`src/sv/c8core_pkg.sv`:
```
package c8core_pkg;

    localparam int MEMORY_BYTES_DEF = 4096;
    localparam int STACK_DEPTH_DEF  = 16;
    localparam int SCREEN_PIXELS    = 2048;
    localparam int FB_BYTES         = SCREEN_PIXELS / 8;
    localparam int FB_AW            = $clog2(FB_BYTES);
    localparam int FONT_BYTES       = 80;

    localparam logic [11:0] PC_START = 12'h200;

    localparam logic [15:0] OPC_CLS = 16'h00E0;
    localparam logic [15:0] OPC_RET = 16'h00EE;

    localparam logic [3:0] GRP_SYS  = 4'h0;
    localparam logic [3:0] GRP_JP   = 4'h1;
    localparam logic [3:0] GRP_CALL = 4'h2;
    localparam logic [3:0] GRP_SE   = 4'h3;
    localparam logic [3:0] GRP_SNE  = 4'h4;
    localparam logic [3:0] GRP_SER  = 4'h5;
    localparam logic [3:0] GRP_LD   = 4'h6;
    localparam logic [3:0] GRP_ADD  = 4'h7;
    localparam logic [3:0] GRP_LDI  = 4'hA;
    localparam logic [3:0] GRP_DRW  = 4'hD;

    localparam logic [3:0] FLAG_REG = 4'hF;

    typedef enum logic [1:0] {
        CMD_LOAD = 2'd0,
        CMD_EXEC = 2'd1,
        CMD_FBRD = 2'd2,
        CMD_NONE = 2'd3
    } cmd_t;

    typedef enum logic [4:0] {
        OP_IDLE,
        OP_INIT,
        OP_ACCEPT,
        OP_LOAD,
        OP_FB_RD,
        OP_FETCH_HI,
        OP_FETCH_LO,
        OP_FETCH_END,
        OP_RD_X,
        OP_RD_Y,
        OP_EXEC,
        OP_DRAW_MEM,
        OP_DRAW_RDA,
        OP_DRAW_RDB,
        OP_DRAW_WRA,
        OP_DRAW_WRB,
        OP_FINISH
    } dp_op_t;

    typedef enum logic [4:0] {
        ST_INIT,
        ST_IDLE,
        ST_DISPATCH,
        ST_LOAD,
        ST_FBRD,
        ST_FETCH_HI,
        ST_FETCH_LO,
        ST_FETCH_END,
        ST_RD_X,
        ST_RD_Y,
        ST_EXEC,
        ST_DRAW_MEM,
        ST_DRAW_RDA,
        ST_DRAW_RDB,
        ST_DRAW_WRA,
        ST_DRAW_WRB,
        ST_FINISH
    } state_t;

    typedef struct packed {
        logic in_valid;
        logic init_last;
        cmd_t cmd;
        logic draw;
        logic n_zero;
        logic draw_last;
        logic out_free;
    } dp_stat_t;

    localparam logic [7:0] FONT [FONT_BYTES] = '{
        8'hF0, 8'h90, 8'h90, 8'h90, 8'hF0, 8'h20, 8'h60, 8'h20, 8'h20, 8'h70,
        8'hF0, 8'h10, 8'hF0, 8'h80, 8'hF0, 8'hF0, 8'h10, 8'hF0, 8'h10, 8'hF0,
        8'h90, 8'h90, 8'hF0, 8'h10, 8'h10, 8'hF0, 8'h80, 8'hF0, 8'h10, 8'hF0,
        8'hF0, 8'h80, 8'hF0, 8'h90, 8'hF0, 8'hF0, 8'h10, 8'h20, 8'h40, 8'h40,
        8'hF0, 8'h90, 8'hF0, 8'h90, 8'hF0, 8'hF0, 8'h90, 8'hF0, 8'h10, 8'hF0,
        8'hF0, 8'h90, 8'hF0, 8'h90, 8'h90, 8'hE0, 8'h90, 8'hE0, 8'h90, 8'hE0,
        8'hF0, 8'h80, 8'h80, 8'h80, 8'hF0, 8'hE0, 8'h90, 8'h90, 8'h90, 8'hE0,
        8'hF0, 8'h80, 8'hF0, 8'h80, 8'hF0, 8'hF0, 8'h80, 8'hF0, 8'h80, 8'h80
    };

endpackage

```
`src/sv/c8core_ctrl.sv`:
```
module c8core_ctrl (
    input  logic                clk,
    input  logic                rst_n,
    input  c8core_pkg::dp_stat_t stat,
    output c8core_pkg::dp_op_t  op
);

    c8core_pkg::state_t state_reg;
    c8core_pkg::state_t state_next;

    always_ff @(posedge clk or negedge rst_n)
    begin
        if (!rst_n)
        begin
            state_reg <= c8core_pkg::ST_INIT;
        end
        else
        begin
            state_reg <= state_next;
        end
    end

    always_comb
    begin
        state_next = state_reg;
        unique case (state_reg)
            c8core_pkg::ST_INIT:
            begin
                if (stat.init_last)
                begin
                    state_next = c8core_pkg::ST_IDLE;
                end
            end
            c8core_pkg::ST_IDLE:
            begin
                if (stat.in_valid)
                begin
                    state_next = c8core_pkg::ST_DISPATCH;
                end
            end
            c8core_pkg::ST_DISPATCH:
            begin
                unique case (stat.cmd)
                    c8core_pkg::CMD_LOAD: state_next = c8core_pkg::ST_LOAD;
                    c8core_pkg::CMD_EXEC: state_next = c8core_pkg::ST_FETCH_HI;
                    c8core_pkg::CMD_FBRD: state_next = c8core_pkg::ST_FBRD;
                    c8core_pkg::CMD_NONE: state_next = c8core_pkg::ST_FINISH;
                endcase
            end
            c8core_pkg::ST_LOAD:      state_next = c8core_pkg::ST_FINISH;
            c8core_pkg::ST_FBRD:      state_next = c8core_pkg::ST_FINISH;
            c8core_pkg::ST_FETCH_HI:  state_next = c8core_pkg::ST_FETCH_LO;
            c8core_pkg::ST_FETCH_LO:  state_next = c8core_pkg::ST_FETCH_END;
            c8core_pkg::ST_FETCH_END: state_next = c8core_pkg::ST_RD_X;
            c8core_pkg::ST_RD_X:      state_next = c8core_pkg::ST_RD_Y;
            c8core_pkg::ST_RD_Y:      state_next = c8core_pkg::ST_EXEC;
            c8core_pkg::ST_EXEC:
            begin
                if (stat.draw && !stat.n_zero)
                begin
                    state_next = c8core_pkg::ST_DRAW_MEM;
                end
                else
                begin
                    state_next = c8core_pkg::ST_FINISH;
                end
            end
            c8core_pkg::ST_DRAW_MEM:  state_next = c8core_pkg::ST_DRAW_RDA;
            c8core_pkg::ST_DRAW_RDA:  state_next = c8core_pkg::ST_DRAW_RDB;
            c8core_pkg::ST_DRAW_RDB:  state_next = c8core_pkg::ST_DRAW_WRA;
            c8core_pkg::ST_DRAW_WRA:  state_next = c8core_pkg::ST_DRAW_WRB;
            c8core_pkg::ST_DRAW_WRB:
            begin
                if (stat.draw_last)
                begin
                    state_next = c8core_pkg::ST_FINISH;
                end
                else
                begin
                    state_next = c8core_pkg::ST_DRAW_MEM;
                end
            end
            c8core_pkg::ST_FINISH:
            begin
                if (stat.out_free)
                begin
                    state_next = c8core_pkg::ST_IDLE;
                end
            end
            default: state_next = c8core_pkg::ST_INIT;
        endcase
    end

    always_comb
    begin
        op = c8core_pkg::OP_IDLE;
        unique case (state_reg)
            c8core_pkg::ST_INIT:      op = c8core_pkg::OP_INIT;
            c8core_pkg::ST_IDLE:
            begin
                if (stat.in_valid)
                begin
                    op = c8core_pkg::OP_ACCEPT;
                end
            end
            c8core_pkg::ST_DISPATCH:  op = c8core_pkg::OP_IDLE;
            c8core_pkg::ST_LOAD:      op = c8core_pkg::OP_LOAD;
            c8core_pkg::ST_FBRD:      op = c8core_pkg::OP_FB_RD;
            c8core_pkg::ST_FETCH_HI:  op = c8core_pkg::OP_FETCH_HI;
            c8core_pkg::ST_FETCH_LO:  op = c8core_pkg::OP_FETCH_LO;
            c8core_pkg::ST_FETCH_END: op = c8core_pkg::OP_FETCH_END;
            c8core_pkg::ST_RD_X:      op = c8core_pkg::OP_RD_X;
            c8core_pkg::ST_RD_Y:      op = c8core_pkg::OP_RD_Y;
            c8core_pkg::ST_EXEC:      op = c8core_pkg::OP_EXEC;
            c8core_pkg::ST_DRAW_MEM:  op = c8core_pkg::OP_DRAW_MEM;
            c8core_pkg::ST_DRAW_RDA:  op = c8core_pkg::OP_DRAW_RDA;
            c8core_pkg::ST_DRAW_RDB:  op = c8core_pkg::OP_DRAW_RDB;
            c8core_pkg::ST_DRAW_WRA:  op = c8core_pkg::OP_DRAW_WRA;
            c8core_pkg::ST_DRAW_WRB:  op = c8core_pkg::OP_DRAW_WRB;
            c8core_pkg::ST_FINISH:
            begin
                if (stat.out_free)
                begin
                    op = c8core_pkg::OP_FINISH;
                end
            end
            default:                  op = c8core_pkg::OP_IDLE;
        endcase
    end

endmodule

```
`config.mk`:
```
export PLATFORM = sky130hd
export DESIGN_NAME = c8core_ctrl
export DESIGN_NICKNAME = d
export VERILOG_FILES = /design/src/sv/c8core_pkg.sv /design/src/sv/c8core_ctrl.sv
export SDC_FILE = /design/constraint.sdc
export NUM_CORES = 1
export LEC_CHECK = 0
export BUFFER_PORTS_ARGS = -buffer_cell sky130_fd_sc_hd__buf_4
export CORE_MARGIN = 5
export CORE_UTILIZATION = 35
export DETAILED_ROUTE_END_ITERATION = 16
export PLACE_DENSITY_LB_ADDON = 0.2
export SYNTH_ARGS = -nofsm -noshare
export SYNTH_HDL_FRONTEND = slang
export SYNTH_SLANG_ARGS = --single-unit
```
`constraint.sdc`:
```
create_clock -name clk -period 2.8 [get_ports clk]
set_input_delay 0.42 -clock clk [delete_from_list [all_inputs] [get_ports clk]]
set_output_delay 0.42 -clock clk [all_outputs]
set_load 0.01 [all_outputs]
```
-- Yosys cells after proc, flatten, opt, wreduce, memory -nomap -nowiden
Index checks and enable logic that the tools add are counted.
W data, S select, Z words.
- flip-flop bits (word level): 5
- input port bits: 10
- equality and inequality tests: 22
- muxes and demuxes: 10
- reductions and logical operators: 6
- operators by type and width (cell ; count):
    $pmux W5 S16 ; 2
    $eq A5 B4 Y1 const B ; 8
    $mux W5 ; 6
    $eq A5 B3 Y1 const B ; 4
    $pmux W5 S4 ; 1
    $eq A5 B2 Y1 const B ; 2
    $ne A2 B2 Y1 const B ; 3
    $eq A5 B1 Y1 const B ; 1
    $eq A5 B5 Y1 const B ; 1
    $logic_not A5 Y1 ; 1
    $eq A2 B2 Y1 const B ; 2
    $reduce_and A3 Y1 ; 1
    $eq A2 B1 Y1 const B ; 1
    $logic_not A2 Y1 ; 1
    $mux W2 ; 1
    $reduce_or A2 Y1 ; 1
    $logic_and A1 B1 Y1 ; 1
    $logic_not A1 Y1 ; 1

-- Logic depth before layout (Yosys ltp)
- word-level depth: 4
- mapped depth: 6
- depth with buffers taken out: 6

-- Least setup slack after synthesis
Ideal clock, no wire load.
- path type: register -> output
- start: register state_reg[3]
- end: output op[4]
- data arrival time: 1.130 ns
- setup slack: 1.250 ns
- cell stages (with the launch flop): 4
- buffers on the path: 1
- cells stage by stage: dfrtp_1 -> buf_4 -> nor4_1 -> and3_1
- cells in the longest elaborated chain, start to end: 2
- RTL lines (element ; RTL line ; RTL):
    start, declared ; c8core_ctrl.sv:8 ; c8core_pkg::state_t state_reg;
    start signal, assigned ; c8core_ctrl.sv:15 ; state_reg <= c8core_pkg::ST_INIT;
    start signal, assigned ; c8core_ctrl.sv:19 ; state_reg <= state_next;
    $eq A5 B5 Y1 (tied with other cells) ; c8core_ctrl.sv:97 ; unique case (state_reg)
    $pmux W5 S16 (*) ; c8core_ctrl.sv:97 ;
    end, declared ; c8core_ctrl.sv:5 ; output c8core_pkg::dp_op_t op
Mark *: on every way between the ends. The rest lies on a longest branch, timed or not.

-- Final worst setup path
- start: register state_reg[0]
- end: output op[4]
The elaborated chain is that of the path after synthesis.

==> flow_summary.ini <==
[outcome]
run_status = finished clean

[grt]
grt_pass1_vias = 472
gr-usage-all-layers_pct = 10.4
global_route.usage.met1_pct = 12.5
met3_capacity_usage_during_global_routing_pct = 4.59
grt_pass1_wl_um = 1970
grt_max_degree = 17
antenna_violations_before_repair = 0
met2_usage_pct = 15.5
grt_most_used_layer = met2
globalRouteOverflowTotal = 0

[floorplan]
placeableCoreArea_sq_um = 1490
die_footprint_sq_um = 2420
floorplan.initialDensity_pct = 36.1
die_w_um = 49.2
io-pin-count = 15
chipHeight_um = 49.2
num_rows = 14

[sta]
slew_headroom_pct = 65.6
maxClockFrequency_ghz = 0.476
final_min_period_over_clock_period_pct = 75.0
rsz0062_at_grt = no
min_period_ns = 2.10
fin_skew_ns = 0.000197
slew_viol_final = 0
tightest_slew_ns = 0.511
final_hold_viol_count = 0
timing.final.setup_violations = 0
timing.setup.tns_ns = 0

[worst_setup_path]
crit_chain = nor4_1, and3_1, buf_4
cpPeakStageDelay_ns = 0.56
setup.worst_path.start_class = register
timing.critical_path.buf_inv = 1
required_ns = 2.38
cp_data_arrival_time_ns = 1.68
crit_type = reg2out
cp-startpoint = state_reg[0]
rr_startpoint = state_reg[1]
crit_path_max_delay_family = simple AND/OR/NAND/NOR gates
critical_path.slowest_cell = nor4_1
timing.critical_path.to_type = output pin
critical_path_peak_fanout = 16

[clocking]
cts-buffers-inserted = 3
clock_transition_at_the_registers_of_the_reported_paths_ns = 0.04
clock_tree.htree_level_count = 1
numClockSinks = 5
cts_root_buffer = clkbuf_4
tritoncts = built
clock_tree_buffer_depth = 2
buffer_count_from_post_cts_setup_fixing = 0
insertion_delay_ns = 0.24

[drt]
drt-pass1-iter-count = 4
via_per_inst = 5.49
count_of_vias_placed_by_the_detailed_router = 544
drt_wl_total_um = 1260
number_of_remaining_drc_errors = 0
route.antenna.remaining_nets = 0
detail_route.iter0.violations = 12
wl_per_cell_um = 12.7

[layout]
post-route-cell-area_sq_um = 659
largest_register_ffs = 5
n_fill_cell = 154
nets_final = 97
final_util_pct = 44.3
antennaDiodeCount = 0
multi_input_comb_area_sq_um = 358
layout-area-overhead-vs-synth_pct = 22.8
post_route_cells_drive_above_1_share_pct = 21.7
area_taken_by_flip_flops_and_latches_sq_um = 125

[worst_hold_path]
hold_start = stat[0]
min-delay-path-class = in2reg

[synthesis]
synthDistinctLibCells = 31
synth_edf_count = 0
post_synth_main_area_contributors = dfrtp_1, ha_1, nor2b_1
mean_cell_area_of_the_mapped_netlist_sq_um = 7.78
ys_warn_count = 0
share_of_synthesized_area_occupied_by_flip_flops_and_latches_pct = 23.3
cells_after_synth = 69
synth_top_cells_by_count = dfrtp_1, nor2_1, nand2_1, nor2b_1, o21ai_0
syn-cell-area_sq_um = 537
synth_top_flop_cell = dfrtp_1
postSynthRegisterBits = 5
synth_top_area_share_pct = 23.3
syn_nets = 82
post-synth-top-area-cell = dfrtp_1
ys_async_sr_fraction_pct = 100

[place]
portBuffers = 14
gp_congestion = 0.786
place_hpwl_um = 941
dpl_cell_area_sq_um = 623

[power_and_ir_drop]
worst_vdd_ir_uv = 569
power.density_cell_area_nw_per_um2 = 908
static-leakage-power_nw = 0.300
fin_total_pwr_mw = 0.599

[job]
max_cap_viol_count = 0
stage by stage:
step                hold slack (ns)  worst slack [ns]  std cells
detailed placement            0.223             0.958         94
global route                  0.381             0.604         99
floorplan                     0.124              1.25         69
global placement              0.223             0.979         94
finish                        0.381             0.701         99
CTS                           0.381             0.685         99
cells by family (layout without fill, tap and decap cells):
logic type,Yosys count,after routing,share of synthesized area [%]
adders and majority gates,3,3,6.99
buffers and inverters,9,23,10.0
and+or+nand+nor,29,29,29.8
DFF,5,5,23.3
AOI/OAI and AO/OA,21,21,26.1
muxes,2,2,3.73
layer usage:
metal  routed length (um)  vias up
met5                    0        -
met4                   28        0
met3                   79        6
met2                  567       18
met1                  581      243
li1                     -      277
report_power, final:
part	internal, mW	switching, mW
combinational	0.173	0.143
clock	0.0538	0.0292
sequential	0.0999	0.0991
final timing paths:
path	endpoint	slack, ns	depth (start not counted)
max	op[4]	0.70	3
min	state_reg[4]	0.38	2
max reg2reg	state_reg[1]	1.28	4
min reg2reg	state_reg[2]	0.74	1
max in group asynchronous	state_reg[2]	2.18	2
min in group asynchronous	state_reg[0]	0.52	2
repair_timing:
action                                  in CTS  in global routing
resized for setup                            0                  0
hold buffers                                 1                  0
endpoints found under the setup margin       0                  0
endpoints found under the hold margin        5                  0
layout by cell type, fill, tap and decap left out, drive strengths merged:
cell / netlist / layout
dlygate4sd3: 0 / 1
o31ai: 2 / 2
nand3: 2 / 2
inv: 4 / 4
o21ai: 5 / 5
nor3: 3 / 3
nand2b: 3 / 3
o21a: 2 / 2
buf: 5 / 14
o31a: 2 / 2
mux2i: 2 / 2
nor2b: 4 / 4
nor2: 5 / 5
a311oi: 1 / 1
nor4: 1 / 1
and2b: 2 / 2
or2b: 1 / 1
nand2: 4 / 4
nor3b: 1 / 1
dfrtp: 5 / 5
and3: 2 / 2
o22ai: 2 / 2
a22oi: 2 / 2
ha: 3 / 3
a21oi: 3 / 3
o2111ai: 1 / 1
a21o: 1 / 1
clkbuf: 0 / 4
nor4b: 1 / 1
cell type report:
class / instances / share of cell area, %
clock buffer: 4 / 3.98
timing repair buffer: 15 / 17.5
sequential: 5 / 19.0
tap: 16 / 3.04
multi-input combinational: 55 / 54.3
inverter: 4 / 2.28
Note: power is estimated with default switching activity, not from simulation.
